$ cat src/hw/rtl/ecal_ram.sv
// ----------------------------------------------------------------------------
// ecal_ram
// Generic single-write, single-read RAM with a registered read port.
// ----------------------------------------------------------------------------
module ecal_ram #(
  parameter int WIDTH = 32,
  parameter int DEPTH = 8,
  localparam int AW = (DEPTH > 1) ? $clog2(DEPTH) : 1
) (
  input  logic             clk,
  input  logic             we,
  input  logic [AW-1:0]    waddr,
  input  logic [WIDTH-1:0] wdata,
  input  logic [AW-1:0]    raddr,
  output logic [WIDTH-1:0] rdata
);

  logic [WIDTH-1:0] mem [DEPTH];

  always_ff @(posedge clk) begin
    if (we) begin
      mem[waddr] <= wdata;
    end
    rdata <= mem[raddr];
  end

endmodule

$ cat config.mk
export PLATFORM = sky130hd
export DESIGN_NAME = ecal_ram
export DESIGN_NICKNAME = d
export VERILOG_FILES = /design/src/hw/rtl/ecal_ram.sv
export SDC_FILE = /design/constraint.sdc
export NUM_CORES = 1
export LEC_CHECK = 0
export BUFFER_PORTS_ARGS = -buffer_cell sky130_fd_sc_hd__buf_2
export CORE_MARGIN = 10
export CORE_UTILIZATION = 40
export DETAILED_ROUTE_END_ITERATION = 10
export PLACE_DENSITY = 0.64
export SLEW_MARGIN = 10
export SYNTH_ARGS = -nofsm -noshare
export SYNTH_HDL_FRONTEND = slang
export SYNTH_SLANG_ARGS = --single-unit
$ cat constraint.sdc
create_clock -name clk -period 2.9 [get_ports clk]
set_input_delay 0.145 -clock clk [delete_from_list [all_inputs] [get_ports clk]]
set_output_delay 0.145 -clock clk [all_outputs]
set_load 0.02 [all_outputs]
-- Word level (Yosys, flattened, before mapping)
Memories as Yosys holds them, arrays and structs flattened. A register that Yosys moved wholly into a read port is not among the register bits.
Cells that the tools add are included.
W data, S select, Z words.
- input bits: 40
- word-level logic and storage cells: 3
- latch bits: 0
- flip-flop bits (word level): 0
- bits in writable memories: 256
- bits in read-only memories: 0
- output and inout port bits: 32
- memories: 1
- $add $sub $neg: 0
- div/mod/pow operators: 0
- multiply operators: 0
- order comparisons: 0
- bitwise operators: 0
- reductions and logical operators: 0
- eq/ne operators: 0
- shifts and indexed selects: 0
- muxes and demuxes: 2
- memories (memory ; words ; width ; read ports ; clocked after memory_dff ; wr ports ; line ; RTL):
    mem ; 8 ; 32 ; 1 ; 1 ; 1 ; 18 ; logic [WIDTH-1:0] mem [DEPTH];
- operators with widths (cell ; count):
    $mux W1 ; 2

-- Depth between registers and ports, before layout
Gate-level depths: netlist of the first run.
- word-level depth: 2
- depth in mapped cells: 4
- mapped depth without buffers: 2

-- Worst setup path after synthesis of the first run
No wires, ideal clock.
- kind: input port to flip-flop
- start point: input waddr[2]
- end point: memory mem[0][0] (enable)
- slack: -92 ps
- stages on the path: 2
- setup time: 461 ps
- arrival: 2531 ps
- required time: 2439 ps
- buffers on the path: 0
- cells stage by stage: nand2b_1 nor3_1
- RTL lines (what ; line ; RTL):
    from (decl) ; 12 ; input logic [AW-1:0] waddr,
    to (decl) ; 18 ;
Straight into the memory's write port.

-- Final worst setup path of the first run
- start point: input waddr[2]
- end point: memory mem[2][29] (enable)
Straight into the memory's write port.

==> out/metrics.sh, run 1 <==
OUTCOME='completed'
PLACE_CONGESTION=0.7000
FINAL_HOLD_VIOL_COUNT=0
MUXSHAREOFSYNTHAREA_PCT=18.65
SWITCHINGPOWER_mW=1.861
HP-CLASS='in2reg'
WORSTPATHARRIVAL_NS=1.55
TIGHTEST_SLEW_NS=1.055
POST_CTS.REPAIR.SETUP_BUFFERS=0
WORST-ENDPOINT-REQUIRED_NS=3.11
GRT_ANTENNA_BEFORE_REPAIR=1
GRT-OVFL-TOTAL=0
ANTENNA_LEFT=0
ROUTED_WIRE_LENGTH_PER_INSTANCE_UM=21.51
SYNTH_XOR_XNOR_AREA_SHARE_PCT=0
DRV_CAP=0
DIE_X_UM=181.8
MIN_PERIOD_OVER_PERIOD_PCT=46.10
YOSYSUNIQUECELLTYPES=13
FINALMAXSLEWVIOLATIONS=0
SETUP-VIOLATIONS-FINAL=0
SYNTH_SEQ_CELLS=288
PWR-SHARE-SEQ_PCT=50.8
CLK_PIN_SLEW_WORST_PATHS_NS=0.06
SYNTH-COMPOUND-AREA-SHARE_PCT=0
SKEW_NS=0.009702
DRT-VIAS-PER-INSTANCE=5.095
CRIT_PATH_CELL_TRACE='buf_2 -> nand2b_1 -> nor2_4 -> buf_4'
GRT_SETUP_UNREPAIRED='false'
CLKSINKCOUNT=288
FINALCRITICALPERIOD_NS=1.337
TIMING.HOLD.WS_NS=0.2091
POST_SYNTH_FA_HA_MAJ_AREA_FRACTION_PCT=0
SYNTH.TOP_CELLS.BY_AREA='edfxtp_1 73%, mux4_1 10%, dfxtp_1 6.1%'
CRITICAL_PATH_CLASS='in2reg'
DIE_H_UM=181.8
PIN_COUNT_OF_THE_BIGGEST_NET_ENTERING_GLOBAL_ROUTING=65
PROPORTION_OF_POWER_DRAWN_BY_THE_CLOCK_NETWORK_PCT=43.5
MULTIINPUTGATEAREA_UM2=2078
REMAINING_DRC_ERRORS=0
CRITICAL-PATH-MAX-STAGE-DELAY_NS=0.57
GRT_FIRST_PASS_WIRELENGTH_UM=30390
FLOORPLAN.INITIALDENSITY_PCT=40.39
ROUTED_WIRELENGTH_UM=19450
SYNTHTOLAYOUTAREAGROWTH_PCT=21.40
DRT_PRE_ANTENNA_ITERS=4
FINISH.NET_COUNT=584
SYNTHESIS.AREA_UM2=10470
CRIT_PATH_END_KIND='flop'
DRT_ITER0_DRC=323
POWER_DENSITY_OVER_THE_CELLS_nW_PER_UM2=731.9
FIN_TNS_SETUP_NS=0
CORE_REGION_AREA_UM2=25910
CTS-RESIZED-GATES=0
CTS_BUFFERS=30
CTS_BUFFER_DEPTH=3
SW_SHARE_PCT=20.02
PLACE.DETAILED.HPWL_UM=10830
SYNTH_TOP_FAMILY_BY_AREA='multiplexers'
SHARE_OF_FINAL_LAYOUT_STANDARD_CELLS_STRONGER_THAN_DRIVE_STRENGTH_1_PCT=34.68
PORTION_OF_SYNTHESIZED_CELL_AREA_OCCUPIED_BY_THE_LEADING_CELL_TYPE_PCT=73.45
VIAS_IN_THE_FIRST_GLOBAL_ROUTE=5122
FINAL.FILL_COUNT=2059
ACHIEVABLE-FREQUENCY_MHz=748.0
SEQUENTIAL_AREA_SHARE_AFTER_SYNTHESIS_PCT=79.57
PORT_BUFFERS=71
DIE_AREA_UM2=33040
ROWS=59
MAXSLEWHEADROOM_PCT=29.66
POWER.COMBINATIONAL.FRACTION_PCT=5.6
USE_MET3_PCT=2.366
CP_MAX_FO=17
IOPINCOUNT=72
SYNTH_CELLS=415
POST_CTS_HOLD_BUFFER_COUNT=32
SYNTH_SIMPLE_GATE_AREA_SHARE_PCT=0.5619
GR-USAGE-MET2_PCT=18.86
SYNTHDOMINANTAREACELLTYPE='edfxtp_1'
GRT_BUSIEST_LAYER='met2'
GRT.MET1_USAGE_PCT=15.71
SETUP.WORST_PATH.START_CLASS='input port'
YOSYSWARNINGS=0
VIAS=4606
POST_SYNTH.CELL_AREA_AVG_UM2=25.22
CTS_TREE='done'
SYNTHESIS.NETS=455
POWER.IR.VDD_WORST_mV=0.4841
CTS-ROOT-BUF='clkbuf_16'
H-TREE-DEPTH=1
AREA.SEQUENTIAL_UM2=8328
CLK-INSERTION-DELAY-LATE_NS=0.54
GROUTE.USAGE.OVERALL_PCT=11.61
INTPOWER_mW=7.437
CP_SLOWEST_CELL='nor2_4'
CELLLEAKAGEPOWER_nW=4.336
==> kinds of logic (layout without fill, tap and decap cells) <==
group / Yosys count / in the layout
other: 0 / 1
flip-flops: 288 / 288
buffers and inverters: 18 / 171
AND/OR/NAND/NOR: 13 / 13
multiplexers: 96 / 96
==> flip-flops by register name, summed over array words and instances, names as in the netlist <==
signal and flops:
mem 256, rdata 32
==> routing by layer <==
metal	vias to the layer above	wire (um)
met2	117	9550
met4	0	282
met1	2418	8745
li1	2048	-
met3	23	866
met5	-	0
==> stage by stage <==
stage	setup WS [ns]	std cells	util (%)	power, mW	cell area, um^2
5_1_grt	1.468	904	49.04	9.619	12710
3_3_place_gp	1.038	815	43.65	5.296	11310
3_5_place_dp	0.9678	815	43.65	5.315	11310
6_report	1.563	904	49.04	9.299	12710
2_1_floorplan	0.7653	415	-	5.104	10480
4_1_cts	1.550	903	49.03	9.410	12700
==> worst max-delay path: cells and delay by family <==
family                 cells  cell delay (ns)
buffers and inverters      2             0.51
and+or+nand+nor            2             0.88
==> area by class of cell <==
| cell class | count | area share (%) |
|---|---|---|
| Sequential cell | 288 | 65.54 |
| Multi-Input combinational cell | 109 | 16.36 |
| Timing Repair Buffer | 115 | 6.342 |
| Clock buffer | 34 | 6.273 |
| Tap cell | 335 | 3.299 |
| Clock inverter | 22 | 2.166 |
| Antenna cell | 1 | 0.01969 |
==> cell usage in the layout (no fill, tap or decap), drive strengths merged <==
master       count
edfxtp         256
buf             83
mux4            64
clkbuf          34
mux2            32
dlygate4sd3     32
dfxtp           32
clkinv          11
nor2             6
bufinv           6
nand2b           3
clkinvlp         3
nand2            2
nor3             2
inv              2
diode            1
==> synthesized netlist by cell type <==
library cell	instances
nor3_1	2
clkbuf_1	1
buf_2	6
mux4_1	40
nor2_1	6
mux4_2	24
edfxtp_1	256
buf_1	4
mux2_2	32
buf_6	7
nand2b_1	3
dfxtp_1	32
nand2_1	2
==> power by group through the flow <==
stage / Combinational [mW] / Sequential [mW] / Clock (mW)
after floorplan: 0.237 / 4.87 / 0
after global placement: 0.487 / 4.81 / 0
after detailed placement: 0.498 / 4.82 / 0
after CTS: 0.537 / 4.73 / 4.14
after global routing: 0.566 / 4.74 / 4.31
final: 0.523 / 4.73 / 4.05
==> worst paths after layout <==
path	start	end	slack, ns	depth (start not counted)
worst max-delay path	waddr[2]	mem[2][29]	1.56	4
worst min-delay path	raddr[2]	rdata[9]	0.21	3
worst max register to register	mem[1][2]	rdata[2]	1.62	2
worst min register to register	mem[2][11]	rdata[11]	0.67	2
Power figures use the tool's default switching activity.
==> run 2, diff against run 1 <==
Clock period 2.9 ns to 1.1 ns, I/O delays scaled along.
==> run 2 against run 1 <==
Setup slack worse by 1.7 ns. Critical path type is now reg2reg. Clock power increased by 120%. Cell area rose by 2.4%. Largest cell class unchanged. Clock skew decreased by 0.0049 ns. Highest routed layer unchanged. The run now ends with negative setup slack left.
==> out/metrics.sh, run 2 (synthesized netlist as in run 1, its figures left out) <==
SETUP-VIOLATIONS-FINAL=32  # +32
PORT_BUFFERS=71  # unchanged
CLK-INSERTION-DELAY-LATE_NS=0.53  # about the same
CTS_BUFFER_DEPTH=3  # unchanged
LARGESTREGISTERS='mem (256), rdata (32)'
CRIT_FAMILY='multiplexers'
R2R.WORST_PATH.CELLS=2  # unchanged
OUTCOME='complete, but fails checks'
WORSTPATHARRIVAL_NS=1.70  # +0.15 ns
DIE_H_UM=181.8  # unchanged
DRT-VIAS-PER-INSTANCE=5.046  # -0.97%
FINALCRITICALPERIOD_NS=1.277
FINALMAXSLEWVIOLATIONS=0  # unchanged
CRIT-REG2REG-CAPTURE='rdata[0]'
PWR-SHARE-SEQ_PCT=53.8  # +3.0 points
SHARE_OF_FINAL_LAYOUT_STANDARD_CELLS_STRONGER_THAN_DRIVE_STRENGTH_1_PCT=45.09  # +10 points
VIOLATIONS='negative setup slack'
FLOORPLAN.INITIALDENSITY_PCT=40.39  # unchanged
HOLD_PATH.STARTPOINT='waddr[1]'
GRT_SETUP_UNREPAIRED='true'
ACHIEVABLE-FREQUENCY_MHz=783.4
SYNTHTOLAYOUTAREAGROWTH_PCT=24.33
POWER.IR.VDD_WORST_mV=1.151  # +140%
ANTENNA_CELLS_INSERTED=0  # -1
PLACE.DETAILED.HPWL_UM=12110  # +12%
HOLD_PATH_SINK='mem[4][31]'
CELLLEAKAGEPOWER_nW=4.417  # +1.9%
GRT_ANTENNA_BEFORE_REPAIR=0  # -1
TIMING.CRITICAL_PATH.DEPTH=2  # -2
LARGEST_REGISTER_FFS=256  # unchanged
TIMING.FINAL.WS_SETUP_NS=-0.1765  # -1.740 ns
CORE_REGION_AREA_UM2=25910  # unchanged
H-TREE-DEPTH=1  # unchanged
CRIT-REG2REG-LAUNCH='mem[4][0]'
MAXSLEWHEADROOM_PCT=82.59  # +53 points
TIGHTEST_SLEW_NS=0.2603  # -0.7948 ns
POWER.COMBINATIONAL.FRACTION_PCT=7.3  # +1.7 points
CTS-ROOT-BUF='clkbuf_16'
CLK_PIN_SLEW_WORST_PATHS_NS=0.06  # about the same
CP_SLOWEST_CELL='mux4_2'
LAYOUT.CELLS.MOST_COMMON_LIST='256 x edfxtp_1, 64 x mux4_2, 50 x buf_2'
PRE_CTS_WS_NS=-0.3176  # -1.285 ns
HOLD-PATH-CELL-COUNT=3  # unchanged
CRITICAL_PATH_CLASS='reg2reg'
ROWS=59  # unchanged
LAYOUT.CELLS.MOST_COMMON='edfxtp_1'
CRIT_BUF_INV=0  # -2
DIE_AREA_UM2=33040  # unchanged
ROUTED_WIRELENGTH_UM=20620  # +6.1%
GRT_FIRST_PASS_WIRELENGTH_UM=31410  # +3.3%
ROUTED_WIRE_LENGTH_PER_INSTANCE_UM=22.51  # +4.7%
DRT_ITER0_DRC=346  # +7.1%
DRV_CAP=0  # unchanged
PIN_COUNT_OF_THE_BIGGEST_NET_ENTERING_GLOBAL_ROUTING=29  # -55%
GRT-OVFL-TOTAL=0  # unchanged
HP-CLASS='in2reg'
GROUTE.USAGE.OVERALL_PCT=12.34  # +0.73 points
POST_CTS.REPAIR.SETUP_BUFFERS=0  # unchanged
CTS_BUFFERS=28  # -6.7%
MIN_PERIOD_OVER_PERIOD_PCT=116.0
DRT_PRE_ANTENNA_ITERS=4  # unchanged
REMAINING_DRC_ERRORS=0  # unchanged
PLACEDCELLCOUNT=834  # +2.3%
IOPINCOUNT=72  # unchanged
FINAL_CELLS=916  # +1.3%
DIE_X_UM=181.8  # unchanged
POWER_DENSITY_OVER_THE_CELLS_nW_PER_UM2=1785  # +140%
SETUP.WORST_PATH.START_CLASS='flop'
FINAL_HOLD_VIOL_COUNT=0  # unchanged
SW_SHARE_PCT=20.27  # +0.25 points
CRITICAL-PATH-MAX-STAGE-DELAY_NS=0.50  # -0.07 ns
ANTENNA_LEFT=0  # unchanged
SKEW_NS=0.004805  # -0.004897 ns
PLACE_CONGESTION=0.6846  # -2.2%
FINAL.FILL_COUNT=2041  # -0.87%
FINAL_CORE_UTILIZATION_PCT=50.22  # +1.2 points
WORST-ENDPOINT-REQUIRED_NS=1.52  # -1.59 ns
CRIT_PATH_END_KIND='flop'
CLKSINKCOUNT=288  # unchanged
PROPORTION_OF_POWER_DRAWN_BY_THE_CLOCK_NETWORK_PCT=38.9  # -4.6 points
SWITCHINGPOWER_mW=4.709  # +150%
VIAS_IN_THE_FIRST_GLOBAL_ROUTE=5167  # +0.88%
CTS_TREE='done'
CRIT_PATH_CELL_TRACE='mux4_2 -> mux2_4'
CP_MAX_FO=1  # -16
REG2REG_SLACK_NS=-0.18  # -1.80 ns
VIAS=4622  # +0.35%
INTPOWER_mW=18.52  # +150%
MAX_FLOP_REGISTER='mem'
FINISH.NET_COUNT=602  # +3.1%
[run 2: how the worst max path moves through the flow]
stage,start,to,slack (ns)
floorplan,waddr[2],mem[0][0],-0.38
global placement,raddr[0],rdata[21],-0.28
detailed placement,raddr[0],rdata[19],-0.32
CTS,mem[2][19],rdata[19],-0.17
global route,mem[4][0],rdata[0],-0.21
finish,mem[4][0],rdata[0],-0.18
[run 2: final cells by class]
type                            instances  area, um^2  area share [%]
Sequential cell                       288        8347           64.14
Multi-Input combinational cell        109        2064           15.87
Timing Repair Buffer                  135        1300           9.990
Clock buffer                           37       795.8           6.115
Tap cell                              335       419.2           3.221
Clock inverter                         12       86.33          0.6635
[run 2: power groups by stage]
stage               clock network, mW  logic (mW)  registers (mW)
floorplan                           0       0.716            12.8
detailed placement                  0        1.47            12.7
finish                           9.04        1.69            12.5
global route                     9.68        1.81            12.5
CTS                              9.28        1.69            12.5
global placement                    0        1.44            12.7
[run 2: layer usage]
layer	vias to the layer above	share of wire, %	global-route usage [%]
li1	2041	-	-
met1	2435	41	15.63
met2	115	52	21.39
met3	31	4.8	2.306
met4	0	2.1	2.994
met5	-	0	0
[run 2: what timing repair did]
item	in CTS	in global routing
setup endpoints to repair	46	41
resized for setup	54	19
hold endpoints to repair	257	0
hold buffers	33	0
[run 2: metrics by stage]
step	hold WS (ns)	area [um^2]	setup TNS, ns	total power [mW]
after floorplan	0.1539	10510	-25.88	13.54
after global placement	0.3081	11610	-17.84	14.13
after detailed placement	0.3257	11610	-21.25	14.19
after CTS	0.1226	12960	-3.906	23.47
after global routing	0.1364	13010	-4.785	24.03
final	0.1365	13010	-3.814	23.23
[run 2: worst register-to-register path: cells and delay by family, from the launching register on]
kind | cells | cell delay [ns]
DFF | 1 | 0.39
muxes | 2 | 0.78
==> run 3, diff against run 2 <==
Settings changed: REMOVE_ABC_BUFFERS set to 1.
==> run 3 against run 2 <==
The run still ends with negative setup slack left. Clock skew grew 0.00068 ns. Worst hold slack worse by 0.11 ns. Register-to-register slack better by 0.02 ns. Wire length is 1.9% lower. Largest power group unchanged.
==> out/metrics.sh, run 3 (synthesized netlist as in run 1, its figures left out) <==
SKEW_NS=0.005482  # +0.0006769 ns
DIE_H_UM=181.8  # unchanged
CRIT_PATH_CELL_TRACE='mux4_2 -> mux2_2'
CTS_TREE='done'
HP-CLASS='in2reg'
GRT_SETUP_UNREPAIRED='true'
GRT_BUSIEST_LAYER='met2'
GRT.MET1_USAGE_PCT=14.91  # -0.71 points
FIN_TNS_SETUP_NS=-3.901  # -0.08713 ns
DRT-VIAS-PER-INSTANCE=5.013  # -0.65%
DRT_PRE_ANTENNA_ITERS=4  # unchanged
DIE_AREA_UM2=33040  # unchanged
CRIT-REG2REG-LAUNCH='mem[5][7]'
LARGESTREGISTERS='mem (256), rdata (32)'
HOLD_PATH_SINK='mem[0][10]'
TIGHTEST_SLEW_NS=0.2562  # -0.004072 ns
H-TREE-DEPTH=1  # unchanged
HOLD_PATH.STARTPOINT='waddr[0]'
FINISH.NET_COUNT=599  # -0.50%
DRT_ITER0_DRC=309  # -11%
PLACEDCELLCOUNT=830  # -0.48%
GRT_ANTENNA_BEFORE_REPAIR=1  # +1
FINAL_HOLD_VIOL_COUNT=0  # unchanged
POST_CTS.REPAIR.SETUP_BUFFERS=0  # unchanged
GRT-OVFL-TOTAL=0  # unchanged
HOLD-PATH-CELL-COUNT=3  # unchanged
CTS-ROOT-BUF='clkbuf_16'
MULTIINPUTGATEAREA_UM2=2013  # -2.5%
CP_SLOWEST_CELL='mux4_2'
WORST-ENDPOINT-REQUIRED_NS=1.52  # about the same
CLK-INSERTION-DELAY-LATE_NS=0.54  # about the same
USE_MET3_PCT=2.624  # +0.32 points
CORE_REGION_AREA_UM2=25910  # unchanged
MAX_FLOP_REGISTER='mem'
DRV_CAP=0  # unchanged
VIOLATIONS='negative setup slack'
WORSTPATHARRIVAL_NS=1.67  # -0.03 ns
CELLLEAKAGEPOWER_nW=4.352  # -1.5%
LARGEST_REGISTER_FFS=256  # unchanged
PLACE_CONGESTION=0.6786  # -0.88%
SETUP.WORST_PATH.START_CLASS='flop'
PRE_CTS_WS_NS=-0.3318  # -0.01428 ns
CTS_BUFFER_DEPTH=3  # unchanged
VIAS=4607  # -0.32%
FINALCRITICALPERIOD_NS=1.253  # -0.02344 ns
AREA.SEQUENTIAL_UM2=8342  # about the same
CTS_BUFFERS=30  # +7.1%
SHARE_OF_FINAL_LAYOUT_STANDARD_CELLS_STRONGER_THAN_DRIVE_STRENGTH_1_PCT=43.05  # -2.0 points
REG2REG_SLACK_NS=-0.15  # +0.02 ns
PIN_COUNT_OF_THE_BIGGEST_NET_ENTERING_GLOBAL_ROUTING=33  # +14%
ROWS=59  # unchanged
CLKSINKCOUNT=288  # unchanged
POWER_DENSITY_OVER_THE_CELLS_nW_PER_UM2=1813  # +1.5%
ACHIEVABLE-FREQUENCY_MHz=798.0  # +1.9%
PLACEMENT.CELL_AREA_UM2=11590  # -0.20%
LAYOUT.CELLS.MOST_COMMON='edfxtp_1'
TIMING.FINAL.WS_SETUP_NS=-0.1531  # +0.02344 ns
CRIT_PATH_END_KIND='flop'
ANTENNA_LEFT=0  # unchanged
IOPINCOUNT=72  # unchanged
CLK_PIN_SLEW_WORST_PATHS_NS=0.06  # about the same
PLACE.DETAILED.HPWL_UM=11580  # -4.4%
SYNTHTOLAYOUTAREAGROWTH_PCT=23.02
GR-USAGE-MET2_PCT=21.36  # -0.029 points
FIN_AREA_UM2=12880  # -1.0%
CP_MAX_FO=1  # unchanged
MAXSLEWHEADROOM_PCT=82.83  # +0.23 points
GROUTE.USAGE.OVERALL_PCT=12.13  # -0.21 points
FLOORPLAN.INITIALDENSITY_PCT=40.39  # unchanged
FINAL_CELLS=919  # +0.33%
CRITICAL-PATH-MAX-STAGE-DELAY_NS=0.49  # about the same
GRT_FIRST_PASS_WIRELENGTH_UM=31190  # -0.68%
MIN_PERIOD_OVER_PERIOD_PCT=113.9  # -2.1 points
PORT_BUFFERS=71  # unchanged
SETUP-VIOLATIONS-FINAL=32  # unchanged
R2R.WORST_PATH.CELLS=2  # unchanged
LAYOUT.CELLS.MOST_COMMON_LIST='256 x edfxtp_1, 63 x mux4_2, 51 x buf_2'
DIE_X_UM=181.8  # unchanged
ROUTED_WIRE_LENGTH_PER_INSTANCE_UM=22.00  # -2.3%
OVERALL_POWER_mW=23.34  # +0.47%
CRIT-REG2REG-CAPTURE='rdata[7]'
ROUTED_WIRELENGTH_UM=20220  # -1.9%
FINALMAXSLEWVIOLATIONS=0  # unchanged
FINAL.FILL_COUNT=2079  # +1.9%
REMAINING_DRC_ERRORS=0  # unchanged
VIAS_IN_THE_FIRST_GLOBAL_ROUTE=5113  # -1.0%
POWER.IR.VDD_WORST_mV=1.236  # +7.4%
OUTCOME='complete, but fails checks'
CRITICAL_PATH_CLASS='reg2reg'
==> run 3: how the worst max path moves through the flow <==
stage,slack (ns),to,from
floorplan,-1.80,mem[0][0],waddr[2]
global placement,-0.32,rdata[9],raddr[0]
detailed placement,-0.33,rdata[9],raddr[0]
CTS,-0.15,rdata[7],mem[5][7]
global route,-0.18,rdata[11],mem[0][11]
finish,-0.15,rdata[7],mem[5][7]
==> run 3: timing repair <==
item | CTS | global route
endpoints found under the hold margin | 256 | 0
gates resized for setup | 82 | 25
setup endpoints to repair | 47 | 43
hold buffers | 32 | 0
==> run 3: critical path, delay by kind of cell, from the launching register on <==
kind	cells	cell delay, ns
flops	1	0.37
mux	2	0.77
==> run 3: layout make-up <==
type                            count  share of cell area, %
Clock buffer                       42                  6.345
Antenna cell                        1                0.01943
Tap cell                          335                  3.255
Multi-Input combinational cell    109                  15.64
Sequential cell                   288                  64.78
Timing Repair Buffer              130                  9.241
Clock inverter                     14                 0.7191
==> run 3: report_power, final <==
part / internal [mW] / total (mW) / switching [mW]
Combinational: 0.849 / 1.63 / 0.784
Sequential: 12.4 / 12.5 / 0.136
Clock: 5.38 / 9.20 / 3.82
==> run 3: layer usage <==
layer / part of all wire [%] / up-vias
met3: 4.7 / 29
li1: - / 2037
met1: 42 / 2435
met5: 0 / -
met2: 52 / 106
met4: 1.9 / 0
==> run 3: stage by stage <==
step	hold slack, ns	utilization (%)
final	0.03033	49.69
after global routing	0.03470	49.68
after CTS	0.008946	49.45
after detailed placement	0.3200	44.71
after global placement	0.3119	44.71
after floorplan	0.1539	-
